[src/mdp_pkg.sv]
// Types and constants shared by the metadata descriptor parser files.
package mdp_pkg;

  // Parse phases, one-hot.
  typedef enum logic [15:0] {
    PH_APPFMT  = 16'b0000_0000_0000_0001,
    PH_APPID   = 16'b0000_0000_0000_0010,
    PH_FMT     = 16'b0000_0000_0000_0100,
    PH_FMTID   = 16'b0000_0000_0000_1000,
    PH_SVCID   = 16'b0000_0000_0001_0000,
    PH_FLAGS   = 16'b0000_0000_0010_0000,
    PH_SVCLEN  = 16'b0000_0000_0100_0000,
    PH_SVCBYTE = 16'b0000_0000_1000_0000,
    PH_CFGLEN  = 16'b0000_0001_0000_0000,
    PH_CFGBYTE = 16'b0000_0010_0000_0000,
    PH_CIDLEN  = 16'b0000_0100_0000_0000,
    PH_CIDBYTE = 16'b0000_1000_0000_0000,
    PH_CFGSVC  = 16'b0001_0000_0000_0000,
    PH_RESLEN  = 16'b0010_0000_0000_0000,
    PH_RESBYTE = 16'b0100_0000_0000_0000,
    PH_PRIVATE = 16'b1000_0000_0000_0000
  } phase_t;

  // Field tags on the result channel.
  localparam logic [3:0] TAG_APP_FMT   = 4'd0;
  localparam logic [3:0] TAG_APP_ID    = 4'd1;
  localparam logic [3:0] TAG_FMT       = 4'd2;
  localparam logic [3:0] TAG_FMT_ID    = 4'd3;
  localparam logic [3:0] TAG_SVC_ID    = 4'd4;
  localparam logic [3:0] TAG_FLAGS     = 4'd5;
  localparam logic [3:0] TAG_SVC_LEN   = 4'd6;
  localparam logic [3:0] TAG_SVC_BYTE  = 4'd7;
  localparam logic [3:0] TAG_CFG_LEN   = 4'd8;
  localparam logic [3:0] TAG_CFG_BYTE  = 4'd9;
  localparam logic [3:0] TAG_CID_LEN   = 4'd10;
  localparam logic [3:0] TAG_CID_BYTE  = 4'd11;
  localparam logic [3:0] TAG_CFG_SVC   = 4'd12;
  localparam logic [3:0] TAG_RES_LEN   = 4'd13;
  localparam logic [3:0] TAG_RES_BYTE  = 4'd14;
  localparam logic [3:0] TAG_PRIVATE   = 4'd15;

  // Decoder config flag codes that select a config part.
  localparam logic [2:0] CFG_RECORD    = 3'd1;
  localparam logic [2:0] CFG_ID_RECORD = 3'd3;
  localparam logic [2:0] CFG_SVC_ID    = 3'd4;
  localparam logic [2:0] CFG_RES_A     = 3'd5;
  localparam logic [2:0] CFG_RES_B     = 3'd6;

  localparam logic [15:0] APP_FMT_ALL_ONES = 16'hFFFF;
  localparam logic [7:0]  FMT_ALL_ONES     = 8'hFF;

  typedef struct packed {
    logic [7:0] payload_byte;
    logic       final_byte;
  } mdp_in_t;

  typedef struct packed {
    logic [3:0]  field_tag;
    logic [7:0]  byte_value;
    logic [31:0] field_value;
    logic        field_complete;
    logic [2:0]  config_flags;
    logic        dsmcc_present;
    logic        descriptor_done;
    logic        truncated;
  } mdp_out_t;

  // Phase that follows the flags byte or the service id record.
  function automatic phase_t cfg_part_phase(input logic [2:0] flags);
    phase_t ph;
    case (flags)
      CFG_RECORD:         ph = PH_CFGLEN;
      CFG_ID_RECORD:      ph = PH_CIDLEN;
      CFG_SVC_ID:         ph = PH_CFGSVC;
      CFG_RES_A, CFG_RES_B: ph = PH_RESLEN;
      default:            ph = PH_PRIVATE;
    endcase
    return ph;
  endfunction

endpackage

[src/mdp_in_if.sv]
// Input byte channel: valid/ready with one descriptor payload byte.
interface mdp_in_if import mdp_pkg::*; ();
  logic    valid;
  logic    ready;
  mdp_in_t data;

  modport source (output valid, output data, input ready);
  modport sink   (input valid, input data, output ready);
endinterface

[src/mdp_out_if.sv]
// Result channel: valid/ready with one tagged field result.
interface mdp_out_if import mdp_pkg::*; ();
  logic     valid;
  logic     ready;
  mdp_out_t data;

  modport source (output valid, output data, input ready);
  modport sink   (input valid, input data, output ready);
endinterface

[src/metadata_descriptor_parser.sv]
// Metadata descriptor payload parser, one byte per request.
//
// in_req carries one payload byte per request plus final_byte on the last
// byte of a descriptor. out_req returns exactly one result per input byte:
// the field tag, the byte, the assembled field value, completion and flag
// status, descriptor end and a truncation flag.
// Latency: the result is valid in the cycle after the byte is taken.
// Throughput: one byte per cycle; the phase machine and the output register
// update together on each request, so the only limit is the output register.
// When the receiver stalls, the result holds in the output register and
// in_req.ready drops until it is taken (ready = output empty or being read).
// Reset (rst_n low, synchronous) empties the output register and returns the
// phase machine to the application format field. A final byte also returns
// all parse state to its reset values for the next descriptor; a descriptor
// that ends before the private data part is flagged as truncated.
module metadata_descriptor_parser
  import mdp_pkg::*;
(
  input  logic             clk,
  input  logic             rst_n,
  mdp_in_if.sink           in_req,
  mdp_out_if.source        out_req
);

  phase_t      phase_r, phase_nxt;
  logic [1:0]  bif_r, bif_nxt;        // bytes taken in current multi-byte field
  logic [7:0]  rec_r, rec_nxt;        // bytes left in current record
  logic [31:0] acc_r, acc_nxt;        // big-endian field accumulator
  logic [2:0]  flags_r, flags_nxt;
  logic        dsmcc_r, dsmcc_nxt;

  logic        out_valid_r;
  mdp_out_t    out_data_r, res;

  logic        accept;
  logic [7:0]  b;
  logic        fin;
  logic [31:0] acc_sh;
  logic [7:0]  rec_dec;
  phase_t      next_ph;

  assign in_req.ready = !out_valid_r || out_req.ready;
  assign accept       = in_req.valid && in_req.ready;
  assign b            = in_req.data.payload_byte;
  assign fin          = in_req.data.final_byte;

  // First byte of a field loads, later bytes shift in.
  assign acc_sh  = (bif_r == 2'd0) ? {24'd0, b} : {acc_r[23:0], b};
  assign rec_dec = (rec_r != 8'd0) ? rec_r - 8'd1 : rec_r;

  always_comb begin
    next_ph   = phase_r;
    bif_nxt   = bif_r;
    rec_nxt   = rec_r;
    acc_nxt   = acc_r;
    flags_nxt = flags_r;
    dsmcc_nxt = dsmcc_r;
    res       = '0;
    res.byte_value  = b;
    res.field_value = {24'd0, b};

    case (phase_r)
      PH_APPFMT: begin
        res.field_tag   = TAG_APP_FMT;
        acc_nxt         = acc_sh;
        res.field_value = acc_sh;
        if (bif_r == 2'd0) begin
          bif_nxt = 2'd1;
        end else begin
          res.field_complete = 1'b1;
          bif_nxt = 2'd0;
          next_ph = (acc_sh == {16'd0, APP_FMT_ALL_ONES}) ? PH_APPID : PH_FMT;
        end
      end
      PH_APPID, PH_FMTID: begin
        res.field_tag   = (phase_r == PH_APPID) ? TAG_APP_ID : TAG_FMT_ID;
        acc_nxt         = acc_sh;
        res.field_value = acc_sh;
        if (bif_r == 2'd3) begin
          res.field_complete = 1'b1;
          bif_nxt = 2'd0;
          next_ph = (phase_r == PH_APPID) ? PH_FMT : PH_SVCID;
        end else begin
          bif_nxt = bif_r + 2'd1;
        end
      end
      PH_FMT: begin
        res.field_tag      = TAG_FMT;
        res.field_complete = 1'b1;
        next_ph = (b == FMT_ALL_ONES) ? PH_FMTID : PH_SVCID;
      end
      PH_SVCID: begin
        res.field_tag      = TAG_SVC_ID;
        res.field_complete = 1'b1;
        next_ph = PH_FLAGS;
      end
      PH_FLAGS: begin
        res.field_tag      = TAG_FLAGS;
        res.field_complete = 1'b1;
        flags_nxt = b[7:5];
        dsmcc_nxt = b[4];
        next_ph   = b[4] ? PH_SVCLEN : cfg_part_phase(b[7:5]);
      end
      PH_SVCLEN: begin
        res.field_tag      = TAG_SVC_LEN;
        res.field_complete = 1'b1;
        rec_nxt = b;
        next_ph = (b != 8'd0) ? PH_SVCBYTE : cfg_part_phase(flags_r);
      end
      PH_SVCBYTE: begin
        res.field_tag = TAG_SVC_BYTE;
        rec_nxt = rec_dec;
        next_ph = (rec_dec != 8'd0) ? PH_SVCBYTE : cfg_part_phase(flags_r);
      end
      PH_CFGLEN: begin
        res.field_tag      = TAG_CFG_LEN;
        res.field_complete = 1'b1;
        rec_nxt = b;
        next_ph = (b != 8'd0) ? PH_CFGBYTE : PH_PRIVATE;
      end
      PH_CFGBYTE: begin
        res.field_tag = TAG_CFG_BYTE;
        rec_nxt = rec_dec;
        next_ph = (rec_dec != 8'd0) ? PH_CFGBYTE : PH_PRIVATE;
      end
      PH_CIDLEN: begin
        res.field_tag      = TAG_CID_LEN;
        res.field_complete = 1'b1;
        rec_nxt = b;
        next_ph = (b != 8'd0) ? PH_CIDBYTE : PH_PRIVATE;
      end
      PH_CIDBYTE: begin
        res.field_tag = TAG_CID_BYTE;
        rec_nxt = rec_dec;
        next_ph = (rec_dec != 8'd0) ? PH_CIDBYTE : PH_PRIVATE;
      end
      PH_CFGSVC: begin
        res.field_tag      = TAG_CFG_SVC;
        res.field_complete = 1'b1;
        next_ph = PH_PRIVATE;
      end
      PH_RESLEN: begin
        res.field_tag      = TAG_RES_LEN;
        res.field_complete = 1'b1;
        rec_nxt = b;
        next_ph = (b != 8'd0) ? PH_RESBYTE : PH_PRIVATE;
      end
      PH_RESBYTE: begin
        res.field_tag = TAG_RES_BYTE;
        rec_nxt = rec_dec;
        next_ph = (rec_dec != 8'd0) ? PH_RESBYTE : PH_PRIVATE;
      end
      default: begin
        // private data, and any illegal phase code
        res.field_tag = TAG_PRIVATE;
        next_ph = PH_PRIVATE;
      end
    endcase

    res.config_flags    = flags_nxt;
    res.dsmcc_present   = dsmcc_nxt;
    res.descriptor_done = fin;
    res.truncated       = fin && (next_ph != PH_PRIVATE);

    phase_nxt = next_ph;
    // descriptor end: back to reset values
    if (fin) begin
      phase_nxt = PH_APPFMT;
      bif_nxt   = 2'd0;
      rec_nxt   = 8'd0;
      acc_nxt   = 32'd0;
      flags_nxt = 3'd0;
      dsmcc_nxt = 1'b0;
    end
  end

  always_ff @(posedge clk) begin
    if (!rst_n) begin
      phase_r     <= PH_APPFMT;
      bif_r       <= 2'd0;
      rec_r       <= 8'd0;
      acc_r       <= 32'd0;
      flags_r     <= 3'd0;
      dsmcc_r     <= 1'b0;
      out_valid_r <= 1'b0;
    end else begin
      if (accept) begin
        phase_r     <= phase_nxt;
        bif_r       <= bif_nxt;
        rec_r       <= rec_nxt;
        acc_r       <= acc_nxt;
        flags_r     <= flags_nxt;
        dsmcc_r     <= dsmcc_nxt;
        out_valid_r <= 1'b1;
      end else if (out_req.ready) begin
        out_valid_r <= 1'b0;
      end
    end
  end

  // result register, no reset needed
  always_ff @(posedge clk) begin
    if (accept) begin
      out_data_r <= res;
    end
  end

  assign out_req.valid = out_valid_r;
  assign out_req.data  = out_data_r;

endmodule
[src/flat_wrapper.sv]
// flat-port wrapper written by rule: the top's interface ports become plain ports
module metadata_descriptor_parser_flat import mdp_pkg::*;
  (clk, rst_n, in_req_valid, in_req_data, in_req_ready, out_req_valid, out_req_data, out_req_ready);
  mdp_in_if in_req_i ();
  mdp_out_if out_req_i ();
  input  logic clk;
  input  logic rst_n;
  input wire logic [$bits(in_req_i.valid)-1:0] in_req_valid;
  input wire logic [$bits(in_req_i.data)-1:0] in_req_data;
  output wire logic [$bits(in_req_i.ready)-1:0] in_req_ready;
  output wire logic [$bits(out_req_i.valid)-1:0] out_req_valid;
  output wire logic [$bits(out_req_i.data)-1:0] out_req_data;
  input wire logic [$bits(out_req_i.ready)-1:0] out_req_ready;
  assign in_req_i.valid = in_req_valid;
  assign in_req_i.data = in_req_data;
  assign in_req_ready = in_req_i.ready;
  assign out_req_valid = out_req_i.valid;
  assign out_req_data = out_req_i.data;
  assign out_req_i.ready = out_req_ready;
  metadata_descriptor_parser u_core (.clk(clk), .rst_n(rst_n), .in_req(in_req_i), .out_req(out_req_i));
endmodule
[config.mk]
export PLATFORM = sky130hd
export DESIGN_NAME = metadata_descriptor_parser_flat
export DESIGN_NICKNAME = d
export VERILOG_FILES = /design/src/mdp_pkg.sv /design/src/mdp_in_if.sv /design/src/mdp_out_if.sv /design/src/metadata_descriptor_parser.sv /design/src/flat_wrapper.sv
export SDC_FILE = /design/constraint.sdc
export NUM_CORES = 1
export LEC_CHECK = 0
export BUFFER_PORTS_ARGS = -buffer_cell sky130_fd_sc_hd__buf_2
export CORE_MARGIN = 4
export CORE_UTILIZATION = 58
export DETAILED_ROUTE_END_ITERATION = 8
export HOLD_SLACK_MARGIN = 0.05
export PLACE_DENSITY = 0.8
export REMOVE_ABC_BUFFERS = 1
export SYNTH_ARGS = -nofsm -noshare
export SYNTH_HDL_FRONTEND = slang
export SYNTH_SLANG_ARGS = --single-unit
[constraint.sdc]
create_clock -name clk -period 3.2 [get_ports clk]
set_input_delay 0.32 -clock clk [delete_from_list [all_inputs] [get_ports clk]]
set_output_delay 0.32 -clock clk [all_outputs]
set_load 0.005 [all_outputs]
==> results, run 1 <==
- The clock latency on the worst-skew pair is 0.37 ns.
- Counting instances in the post-synthesis netlist gives the leading cell types as dfxtp_1, nor2_1, edfxtp_1.
- STA puts the critical path data arrival time at 3.08 ns.
- The mapped netlist covers 4967 sq um.
- Once detailed placement completed, the half-perimeter wirelength came to 8752 um.
- In this run the critical register-to-register path is launched from u_core.phase_r[13]$_SDFFE_PN0P_.
- In this run the worst path has a maximum fanout of 25.
- The tool flagged a number of max-cap violations equal to 0.
- The total of cells resized after clock tree synthesis is 0.
- After synthesis, the share of flip-flops with an asynchronous set or reset is 0%.
- Across the VDD grid, the largest voltage drop is 0.0002043 V.
- Detailed routing inserted a total of 4103 vias.
- The average cell area after synthesis is 9.935 sq um.
- The number of buffers added for setup after CTS is 0.
- Tracing the worst setup path back leads to its startpoint at u_core.phase_r[13]$_SDFFE_PN0P_.
- The count of yosys warnings during synthesis is 0.
- The number of standard cells in the layout, taps in and fillers out is 654.
- The cell at the root of the clock tree is clkbuf_8.
- After detailed routing, the total wire length is 11980 um.
- The die covers 10110 sq um.
- The area overhead of the layout relative to synthesis is 9.270%.
- Sequential cells were found to cover 48.16% of the synthesized design area.
- The number of cells on the worst reg-to-reg path is 7.
- The depth of the CTS H-tree is 3.
- The flow ran to the end, and the final reports show no timing, DRC or antenna violations.
- The dominant register cell in the synthesized netlist is dfxtp_1.
- The shortest clock period the worst path allows after layout is 2.779 ns.
- The core area is 8258 sq um.
- The number of flops mapped to enable cells by yosys is 43.
- The clock sink total is 98.
- The number of instances in the synthesized netlist is 500.
- After detailed routing, the average wire length per cell comes to 18.31 um.
- The critical path in this run is classified as reg2reg.
- The first global-routing pass estimated 19440 um of wire.
- Of the available clock period, the critical path in the final layout requires 86.85%.
- The required time of the critical path is 3.50 ns.
- The kind of start point of the critical path is a register.
- The number of placement rows is 33.
- The count of final max-slew check failures came to 0.
- The number of nets with antenna violations after routing is 0.
- After synthesis the netlist holds a flip-flop and latch count of 98.
- At the pin with the least slew margin, the transition time is 0.6944 ns.
- The number of antenna violations at the first check in global routing is 0.
- The last weighted congestion value of the routability-driven placer is 0.9812.
- The number of remaining DRC errors is 0.
- The worst setup path is captured at a register.
- The final-layout setup total negative slack is 0 ns.
- The number of buffers created by CTS is 9.
- The overall die height is 100.5 um.
- The capturing instance or port of the critical path is u_core.acc_r[12]$_SDFFE_PN0P_.
- Hold repair after CTS inserted 0 buffers.
- Summed over all cells, the static leakage comes to 2.052 nW.
- The setup check on the worst reg-to-reg path leaves a slack of 0.42 ns.
- Port buffering added 65 buffers.
- The net count reported at finish is 560.
- The overall global routing resource usage is 24.38%.
- Counting distinct cell types in the post-synthesis netlist gives 72.
- Setup violations remaining at the end of the flow were counted as 0.
- Dividing the detail-routed via count by the number of cells gives 6.274.
- The first detailed-routing pass ran for 5 iterations.
- The count of final hold-check violations is 0.
- The number of buffers on the longest clock path is 2.
- The endpoint of the worst-slack reg-to-reg timing path is u_core.acc_r[12]$_SDFFE_PN0P_.
- Sorting the synthesized cells by area gives the leading types as edfxtp_1, dfxtp_1, a22oi_1.
- The worst hold path belongs to the class in2reg.
- Global routing finished with a remaining overflow of 0.
- TritonCTS built the clock tree.
- 66 I/O pins were placed.
- Dividing total power by cell area gives a power density of 439.4 nW/um^2.
- The dominant cell type by area after synthesis is edfxtp_1.
- Entering global routing, the biggest net connects 39 pins.
- In the final layout, the share of cells above drive strength 1 is 21.13%.
- The floorplan step set the die width to 100.5 um.
- For the final database, setup skew stands at 0.01384 ns.
- The initial utilization of the core area, before any placement, comes to 60.15%.
- The number of global-route vias before repair was 3885.
- The number of placed instances, taps included, is 638.
- The utilization of the core after routing is 65.73%.
- Clock-pin slew was measured on the worst setup and hold paths at 0.10 ns.
- The maximum clock frequency is 0.3598 GHz.
- In this run the tightest slew margin relative to its limit is 53.31%.
- The share of the synthesized area in the top cell type is 25.99%.
- Setup repair after global routing left no endpoint under its margin.
- The repair_antennas step left the layout with diodes totalling 0.
- The first routing iteration left 323 violations.
[worst max-delay path, cell delays in order (launching register included)]
cell and delay, ns:
dfxtp_1 0.41, nor4_4 0.56, nand3_2 0.36, nor3_4 0.23, buf_4 0.25, and2_1 0.54
a22oi_1 0.20, nor2_1 0.15
[flip-flops by register name, indices dropped and copies added (netlist names)]
register / count
u_core.out_req.data: 43
u_core.phase_r: 16
u_core.flags_r: 3
u_core.dsmcc_r: 1
u_core.acc_r: 24
u_core.bif_r: 2
u_core.rec_r: 8
u_core.out_req.valid: 1
[cell type report]
cell class,instances,area [sq um]
Clock buffer,9,123.9
Clock inverter,7,48.80
Fill cell,650,2830
Inverter,13,48.80
Multi-Input combinational cell,350,2305
Sequential cell,98,2392
Tap cell,105,131.4
Timing Repair Buffer,72,377.9
[cells in the final DEF (no fill, tap or decap), types with 12 or more instances in the layout]
| cell | netlist | layout |
|---|---|---|
| nor2_1 | 55 | 55 |
| a22oi_1 | 28 | 28 |
| nand3_1 | 14 | 14 |
| dfxtp_1 | 55 | 55 |
| o21ai_0 | 15 | 15 |
| nor3_1 | 16 | 16 |
| a21oi_1 | 17 | 17 |
| inv_1 | 12 | 12 |
| and2_1 | 29 | 29 |
| buf_2 | 11 | 65 |
| nand2_1 | 30 | 30 |
| edfxtp_1 | 43 | 43 |
[power by group]
group | internal (mW) | total (mW) | switching (mW)
clock network | 0.289 | 0.736 | 0.447
logic | 0.0989 | 0.277 | 0.178
registers | 1.35 | 1.37 | 0.0240
[logic make-up after synthesis]
group,share of synthesized area (%)
buffers and inverters,5.440
XOR/XNOR,1.587
adder cells (fa/ha/maj),0.7557
multiplexers,2.418
flip-flops,48.16
AND/OR/NAND/NOR,25.82
AO/OA/AOI/OAI,15.82
[layer usage]
metal / track usage [%] / wire length, um / up-vias
met5: 0 / 0 / -
met4: 11.09 / 313 / 0
met3: 4.429 / 939 / 30
met2: 37.56 / 5509 / 204
met1: 33.51 / 5215 / 1924
li1: - / - / 1945
[how the worst min path moves through the flow]
stage | startpoint | endpoint | slack (ns) | depth (start not counted)
floorplan | rst_n | u_core.phase_r[0]$_SDFFE_PN1P_ | 0.38 | 1
global placement | u_core.dsmcc_r$_SDFFE_PN0P_ | u_core.dsmcc_r$_SDFFE_PN0P_ | 0.50 | 2
detailed placement | u_core.dsmcc_r$_SDFFE_PN0P_ | u_core.dsmcc_r$_SDFFE_PN0P_ | 0.51 | 2
CTS | in_req_valid | u_core.out_req.valid$_SDFFE_PN0P_ | 0.19 | 3
global route | in_req_valid | u_core.out_req.valid$_SDFFE_PN0P_ | 0.20 | 3
finish | in_req_valid | u_core.out_req.valid$_SDFFE_PN0P_ | 0.20 | 3
[stage by stage]
step | worst slack [ns] | power [mW] | hold WS, ns | area (sq um)
detailed placement | 0.5891 | 1.675 | 0.5110 | 5255
floorplan | 0.7721 | 1.557 | 0.3819 | 4746
global route | 0.2955 | 2.477 | 0.1969 | 5428
finish | 0.4209 | 2.385 | 0.1969 | 5428
CTS | 0.5032 | 2.386 | 0.1854 | 5428
global placement | 0.6476 | 1.670 | 0.4978 | 5255
Power figures use the tool's default switching activity.
==> run 2: changes to the inputs <==
CORE_UTILIZATION = 60   (was 58)
PLACE_DENSITY = 0.83   (was 0.8)
clock period = 3.3 ns   (was 3.2 ns; I/O delays follow)
==> results, run 2 (same netlist as run 1, synthesis figures left out) <==
- The number of buffers created by CTS is 9 (unchanged).
- The average wire per standard cell is 19.56 um (was 18.31 um).
- The class of the tightest hold or removal check is in2reg (unchanged).
- The global-route wire length before repair is 20360 um (was 19440 um).
- The final-layout setup total negative slack is 0 ns (unchanged).
- The clock sink total came to 98 (unchanged).
- The total of cells resized after clock tree synthesis came to 0 (unchanged).
- The utilization of the core after routing is 69.32% (was 65.73%).
- The share of the clock period used by the worst path is 79.11% (was 86.85%).
- The data arrival time of the critical path was 2.92 ns (was 3.08 ns).
- The overall die height is 98.99 um (was 100.5 um).
- The detailed-routing iteration count for the pre-antenna-repair pass came to 5 (unchanged).
- The net count reported at finish is 560 (unchanged).
- The number of antenna violations at the first check in global routing is 0 (unchanged).
- RSZ-0062 raised after global routing: no (unchanged).
- The post-detailed-route via-to-cell ratio is 6.499 (was 6.274).
- The die extent in x is 98.99 um (was 100.5 um).
- The number of placement rows is 32 (was 33).
- The maximum clock frequency is 0.3830 GHz (was 0.3598 GHz).
- The required time of the critical path came to 3.61 ns (was 3.50 ns).
- The overall global routing resource usage is 25.94% (was 24.38%).
- The number of remaining DRC errors is 0 (unchanged).
- The total length of routed wires is 12740 um (was 11980 um).
- The pin count of the biggest net entering global routing is 40 (was 39).
- Result of the run: completed (unchanged).
- The worst slack on hold paths is 0.1980 ns (was 0.1969 ns).
- The combinational power share was 11.3% (was 11.6%).
- The total leakage power is 2.069 nW (was 2.052 nW).
- The path type of the worst setup path is reg2reg (unchanged).
- The total number of vias is 4231 (was 4103).
- The highest routed metal layer was met4 (unchanged).
- The share of total power in sequential cells is 54.5% (was 57.5%).
- The count of final setup violators is 0 (unchanged).
- The TritonCTS clock tree is yes (unchanged).
- The slew at the pin closest to its max-slew limit is 0.7940 ns (was 0.6944 ns).
- The number of placed instances with taps included was 635 (was 638).
- The number of port buffers is 65 (unchanged).
- The routed metal-1 wirelength came to 5288 um (was 5215 um).
- The endpoint type of the worst setup path was a register (unchanged).
- The number of global-route vias before repair is 4023 (was 3885).
- The count of final max-slew check failures is 0 (unchanged).
- The placed wire-length estimate after detailed placement came to 8942 um (was 8752 um).
- The kind of start point of the critical path was a register (unchanged).
- The power dissipated by switching net loads came to 0.6655 mW (was 0.6495 mW).
- The power per standard cell area is 446.3 nW/um^2 (was 439.4 nW/um^2).
- The core area is 7888 sq um (was 8258 sq um).
- The count of final hold-check violations was 0 (unchanged).
- The cell-internal power is 1.775 mW (was 1.735 mW).
- The met3 layer wire length in the routed design was 1093 um (was 939 um).
- The initial core utilization is 62.98% (was 60.15%).
- The power after layout is 2.440 mW (was 2.385 mW).
- The last weighted congestion value of the routability-driven placer is 0.9208 (was 0.9812).
- The number of buffers added for setup after CTS came to 0 (unchanged).
- Most frequent cells in the layout: buf_2, nor2_1, dfxtp_1 (unchanged).
- The max-cap violation count was 0 (unchanged).
- The peak supply drop is 0.0002367 V (was 0.0002043 V).
- The clock latency on the worst-skew pair is 0.38 ns (was 0.37 ns).
- The share of final-layout standard cells stronger than drive strength 1 is 21.31% (was 21.13%).
- The commonest non-fill, non-tap cell in the layout is buf_2 (unchanged).
- The portion of total power attributed to the clock network is 34.2% (was 30.9%).
- The die area is 9798 sq um (was 10110 sq um).
- The shortest clock period the worst path allows after layout is 2.611 ns (was 2.779 ns).
- The met2 wire length is 6101 um (was 5509 um).
- The number of buffers added to fix hold violations after cts is 0 (unchanged).
- The switching portion of total power is 27.27% (was 27.24%).
- The maximum fanout encountered on the critical timing path is 25 (unchanged).
- The number of inserted diodes is 0 (unchanged).
- The worst-case headroom to the max-slew limit was 46.62% (was 53.31%).
- The flip-flop count of the largest register after layout is 43 (unchanged).
- The area overhead of the layout relative to synthesis is 10.08% (was 9.270%).
- The clock-pin slew of the registers on the worst-case setup and hold paths is 0.10 ns (about the same).
- The iteration-0 DRC count of the detailed router came to 350 (was 323).
- The setup clock skew after layout is 0.009804 ns (was 0.01384 ns).
- The number of standard cells in the layout, taps in and fillers out is 651 (was 654).
- The cell at the root of the clock tree is clkbuf_8 (unchanged).
- The number of nets with antenna violations after routing is 0 (unchanged).
- The boundary pin count is 66 (unchanged).
- The remaining global-route overflow is 0 (unchanged).
- The depth of the CTS H-tree came to 3 (unchanged).
- The number of buffers on the longest clock path was 2 (unchanged).
==> run 2: changes by cell type in the layout (fill, tap and decap cells not counted), sizes merged <==
cell / delta
bufinv: +1
clkinv: -1
==> run 2: power by group through the flow <==
stage                     registers [mW]  clock network, mW  logic, mW
after floorplan                     1.36                  0      0.150
after global placement              1.36                  0      0.265
after detailed placement            1.36                  0      0.269
after CTS                           1.33              0.843      0.272
after global routing                1.34              0.890      0.298
final                               1.33              0.835      0.275
==> run 2: area by class of cell <==
class | count | area (sq um)
repair buffers | 72 | 377.9
inverters | 13 | 48.80
fillers | 607 | 2420
clock inverters | 7 | 92.59
flip-flops and latches | 98 | 2392
well taps | 102 | 127.6
multi-input cells | 350 | 2305
clock buffers | 9 | 123.9
==> run 2: worst paths after layout <==
| kind | from | endpoint | slack (ns) | cells after the start |
|---|---|---|---|---|
| worst max-delay path | u_core.phase_r[8]$_SDFFE_PN0P_ | u_core.acc_r[13]$_SDFFE_PN0P_ | 0.69 | 7 |
| worst min-delay path | in_req_valid | u_core.out_req.valid$_SDFFE_PN0P_ | 0.20 | 3 |
| worst max register to register | u_core.phase_r[8]$_SDFFE_PN0P_ | u_core.acc_r[13]$_SDFFE_PN0P_ | 0.69 | 7 |
| worst min register to register | u_core.bif_r[0]$_SDFFE_PN0P_ | u_core.bif_r[0]$_SDFFE_PN0P_ | 0.52 | 2 |
==> run 2: stage by stage <==
step	area, sq um	setup slack (ns)
global route	5468	0.4797
detailed placement	5251	0.7385
global placement	5251	0.7491
finish	5468	0.6893
CTS	5468	0.7206
floorplan	4746	0.8621
==> run 2: worst max-delay path, stage by stage, from the launching register on <==
cell and delay [ns]:
dfxtp_1 0.42, nor4_4 0.50, nand3_2 0.31, nor3_4 0.22, buf_4 0.24, and2_1 0.55
a22oi_1 0.15, nor2_1 0.13
==> run 2: layer usage <==
metal / vias up / GRT usage (%)
li1: 1955 / -
met1: 2032 / 34.60
met2: 216 / 42.41
met5: - / 0
met4: 0 / 9.769
met3: 28 / 4.317
==> run 3: changes to the inputs <==
CORE_UTILIZATION = 52   (was 60)
PLACE_DENSITY = 0.76   (was 0.83)
clock period = 2.2 ns   (was 3.3 ns; I/O delays follow)
==> results, run 3 (same netlist as run 1, synthesis figures left out) <==
- The path type of the worst setup path is reg2reg (unchanged).
- The clock latency on the worst-skew pair is 0.37 ns (was 0.38 ns).
- The start of the worst register-to-register path is u_core.rec_r[5]$_SDFFE_PN0P_ (was u_core.phase_r[8]$_SDFFE_PN0P_).
- The peak supply drop is 0.0003975 V (was 0.0002367 V).
- The end point of the most critical hold path was u_core.out_req.valid$_SDFFE_PN0P_ (unchanged).
- The stage delay of the slowest cell on the critical path is 0.56 ns (was 0.55 ns).
- The overall die height is 105.7 um (was 98.99 um).
- The number of inserted diodes is 0 (unchanged).
- The die area was 11180 sq um (was 9798 sq um).
- The cell at the root of the clock tree is clkbuf_8 (unchanged).
- The power per standard cell area is 604.0 nW/um^2 (was 446.3 nW/um^2).
- The number of cells on the worst hold path is 3 (unchanged).
- The maximum clock frequency is 0.4675 GHz (was 0.3830 GHz).
- The number of buffers added to fix hold violations after cts came to 0 (unchanged).
- The number of placed instances with taps included is 719 (was 635).
- The number of port buffers was 65 (unchanged).
- The average wire per standard cell is 17.93 um (was 19.56 um).
- The last weighted congestion value of the routability-driven placer is 0.9225 (was 0.9208).
- The data arrival time of the critical path was 2.27 ns (was 2.92 ns).
- The total length of routed wires is 13220 um (was 12740 um).
- The slew at the pin closest to its max-slew limit is 0.6259 ns (was 0.7940 ns).
- The max-cap violation count is 0 (unchanged).
- The buffering stage count on the worst path with inverters included came to 0 (was 1).
- RSZ-0062 raised after global routing: yes (was no).
- Most frequent cells in the layout: buf_2, buf_4, nor2_1 (was buf_2, nor2_1, dfxtp_1).
- The iteration-0 DRC count of the detailed router was 355 (was 350).
- The share of final-layout standard cells stronger than drive strength 1 is 32.89% (was 21.31%).
- The share of the clock period used by the worst path is 97.22% (was 79.11%).
- The global-route wire length before repair is 21190 um (was 20360 um).
- The area overhead of the layout relative to synthesis is 22.29% (was 10.08%).
- The class of the tightest hold or removal check is in2reg (unchanged).
- The slack of the worst reg-to-reg path came to 0.06 ns (was 0.69 ns).
- The endpoint of the worst-slack reg-to-reg timing path is u_core.out_req.data[0]$_DFFE_PP_ (was u_core.acc_r[13]$_SDFFE_PN0P_).
- The total of fill cells in the finished design was 759 (was 607).
- The setup clock skew after layout is 0.01421 ns (was 0.009804 ns).
- The count of final max-slew check failures is 0 (unchanged).
- The core area is 9284 sq um (was 7888 sq um).
- The commonest non-fill, non-tap cell in the layout is buf_2 (unchanged).
- The number of buffers on the longest clock path is 2 (unchanged).
- The kind of start point of the critical path is a register (unchanged).
- The maximum fanout encountered on the critical timing path is 8 (was 25).
- The number of global-route vias before repair is 4072 (was 4023).
- The post-detailed-route via-to-cell ratio is 5.867 (was 6.499).
- The placed wire-length estimate after detailed placement is 9900 um (was 8942 um).
- The worst-case headroom to the max-slew limit came to 57.92% (was 46.62%).
- The number of placement rows is 35 (was 32).
- The detailed-routing iteration count for the pre-antenna-repair pass was 5 (unchanged).
- The net count reported at finish came to 619 (was 560).
- The total leakage power is 2.385 nW (was 2.069 nW).
- The number of remaining DRC errors is 0 (unchanged).
- The number of nets with antenna violations after routing came to 0 (unchanged).
- The die extent in x came to 105.7 um (was 98.99 um).
- The overall global routing resource usage is 23.82% (was 25.94%).
- The final-layout setup total negative slack came to 0 ns (unchanged).
- The endpoint type of the worst setup path is a register (unchanged).
- The number of standard cells in the layout, taps in and fillers out is 737 (was 651).
- The boundary pin count was 66 (unchanged).
- The slowest library cell on the worst path is or4_4 (was and2_1).
- The clock sink total is 98 (unchanged).
- The pin count of the biggest net entering global routing is 39 (was 40).
- The clock-pin slew of the registers on the worst-case setup and hold paths came to 0.11 ns (was 0.10 ns).
- The shortest clock period the worst path allows after layout is 2.139 ns (was 2.611 ns).
- The required time of the critical path came to 2.33 ns (was 3.61 ns).
- The depth of the CTS H-tree is 3 (unchanged).
- Result of the run: completed (unchanged).
- The number of cells on the worst reg-to-reg path is 6 (was 7).
- Critical Path, Cell by Cell: or4_4 > or3_1 > o41ai_2 > nand3_1 > o2111ai_2 > nor2_1 (was nor4_4 > nand3_2 > nor3_4 > buf_4 > and2_1 > a22oi_1 > nor2_1).
- The count of final setup violators was 0 (unchanged).
- The flip-flop count of the largest register after layout is 43 (unchanged).
- The count of final hold-check violations came to 0 (unchanged).
- The number of buffers created by CTS is 9 (unchanged).
- The total number of vias is 4324 (was 4231).
- The initial core utilization is 53.50% (was 62.98%).
- The remaining global-route overflow is 0 (unchanged).
- The TritonCTS clock tree is yes (unchanged).
- The hold path startpoint is in_req_valid (unchanged).
- The number of antenna violations at the first check in global routing came to 0 (unchanged).
- The category of cells accounting for the largest share of critical-path delay is simple AND/OR/NAND/NOR gates (unchanged).
==> run 3: cell types whose count changed in the layout (fill, tap and decap cells not counted), sizes merged <==
| cell | previous run | this run |
|---|---|---|
| clkinv | 2 | 3 |
| buf | 72 | 131 |
| bufinv | 1 | 0 |
==> run 3: how the worst max path moves through the flow <==
stage	slack, ns	start	endpoint	depth (start not counted)
finish	0.06	u_core.rec_r[5]$_SDFFE_PN0P_	u_core.out_req.data[0]$_DFFE_PP_	6
global route	-0.04	u_core.rec_r[5]$_SDFFE_PN0P_	u_core.out_req.data[0]$_DFFE_PP_	6
detailed placement	-0.05	u_core.rec_r[0]$_SDFFE_PN0P_	u_core.out_req.data[0]$_DFFE_PP_	9
floorplan	-0.19	u_core.out_req.valid$_SDFFE_PN0P_	u_core.rec_r[7]$_SDFFE_PN0P_	6
CTS	0.03	u_core.phase_r[12]$_SDFFE_PN0P_	u_core.flags_r[1]$_SDFFE_PN0P_	7
global placement	-0.00005	u_core.rec_r[0]$_SDFFE_PN0P_	u_core.out_req.data[0]$_DFFE_PP_	8
==> run 3: metal layers <==
metal	GRT usage, %	vias to the layer above	share of wire, %	wire length (um)
met2	37.80	191	47	6260
met4	6.846	0	1.9	246
met5	0	-	0	0
li1	-	2069	-	-
met3	3.552	24	6.3	837
met1	33.92	2040	44	5870
==> run 3: timing repair <==
| item | in CTS | in global routing |
|---|---|---|
| endpoints found under the setup margin | 2 | 49 |
| buffers inserted | 1 | 1 |
| gates resized for setup | 4 | 24 |
| pin swaps | 2 | 8 |
==> run 3: cell type report <==
| type | count | area (sq um) | share of cell area (%) |
|---|---|---|---|
| clock buffer | 9 | 123.9 | 2.039 |
| clock inverter | 7 | 81.33 | 1.339 |
| inverter | 13 | 48.80 | 0.8033 |
| multi-input combinational | 350 | 2411 | 39.69 |
| sequential | 98 | 2402 | 39.55 |
| tap | 129 | 161.4 | 2.657 |
| timing repair buffer | 131 | 845.8 | 13.92 |
==> run 3: per-stage QoR <==
| stage | cell area (sq um) | power [mW] | hold slack (ns) | setup WS (ns) | util (%) |
|---|---|---|---|---|---|
| after floorplan | 4746 | 2.265 | 0.2819 | -0.1891 | - |
| after global placement | 5738 | 2.488 | 0.4642 | -0.00005262 | 61.81 |
| after detailed placement | 5738 | 2.496 | 0.4815 | -0.05481 | 61.81 |
| after CTS | 5968 | 3.669 | 0.08372 | 0.03155 | 64.29 |
| after global routing | 6075 | 3.810 | 0.09173 | -0.03992 | 65.43 |
| final | 6075 | 3.669 | 0.09473 | 0.06118 | 65.43 |
==> run 3: worst min-delay path: cells and delay by family <==
family,cells,cell delay (ns)
AO/OA/AOI/OAI,1,0.06
buffers and inverters,2,0.15
==> run 3: power by group <==
part	internal, mW	leakage, nW	switching, mW
Sequential	1.96	0.879	0.0290
Combinational	0.208	1.40	0.293
Clock	0.456	0.104	0.723
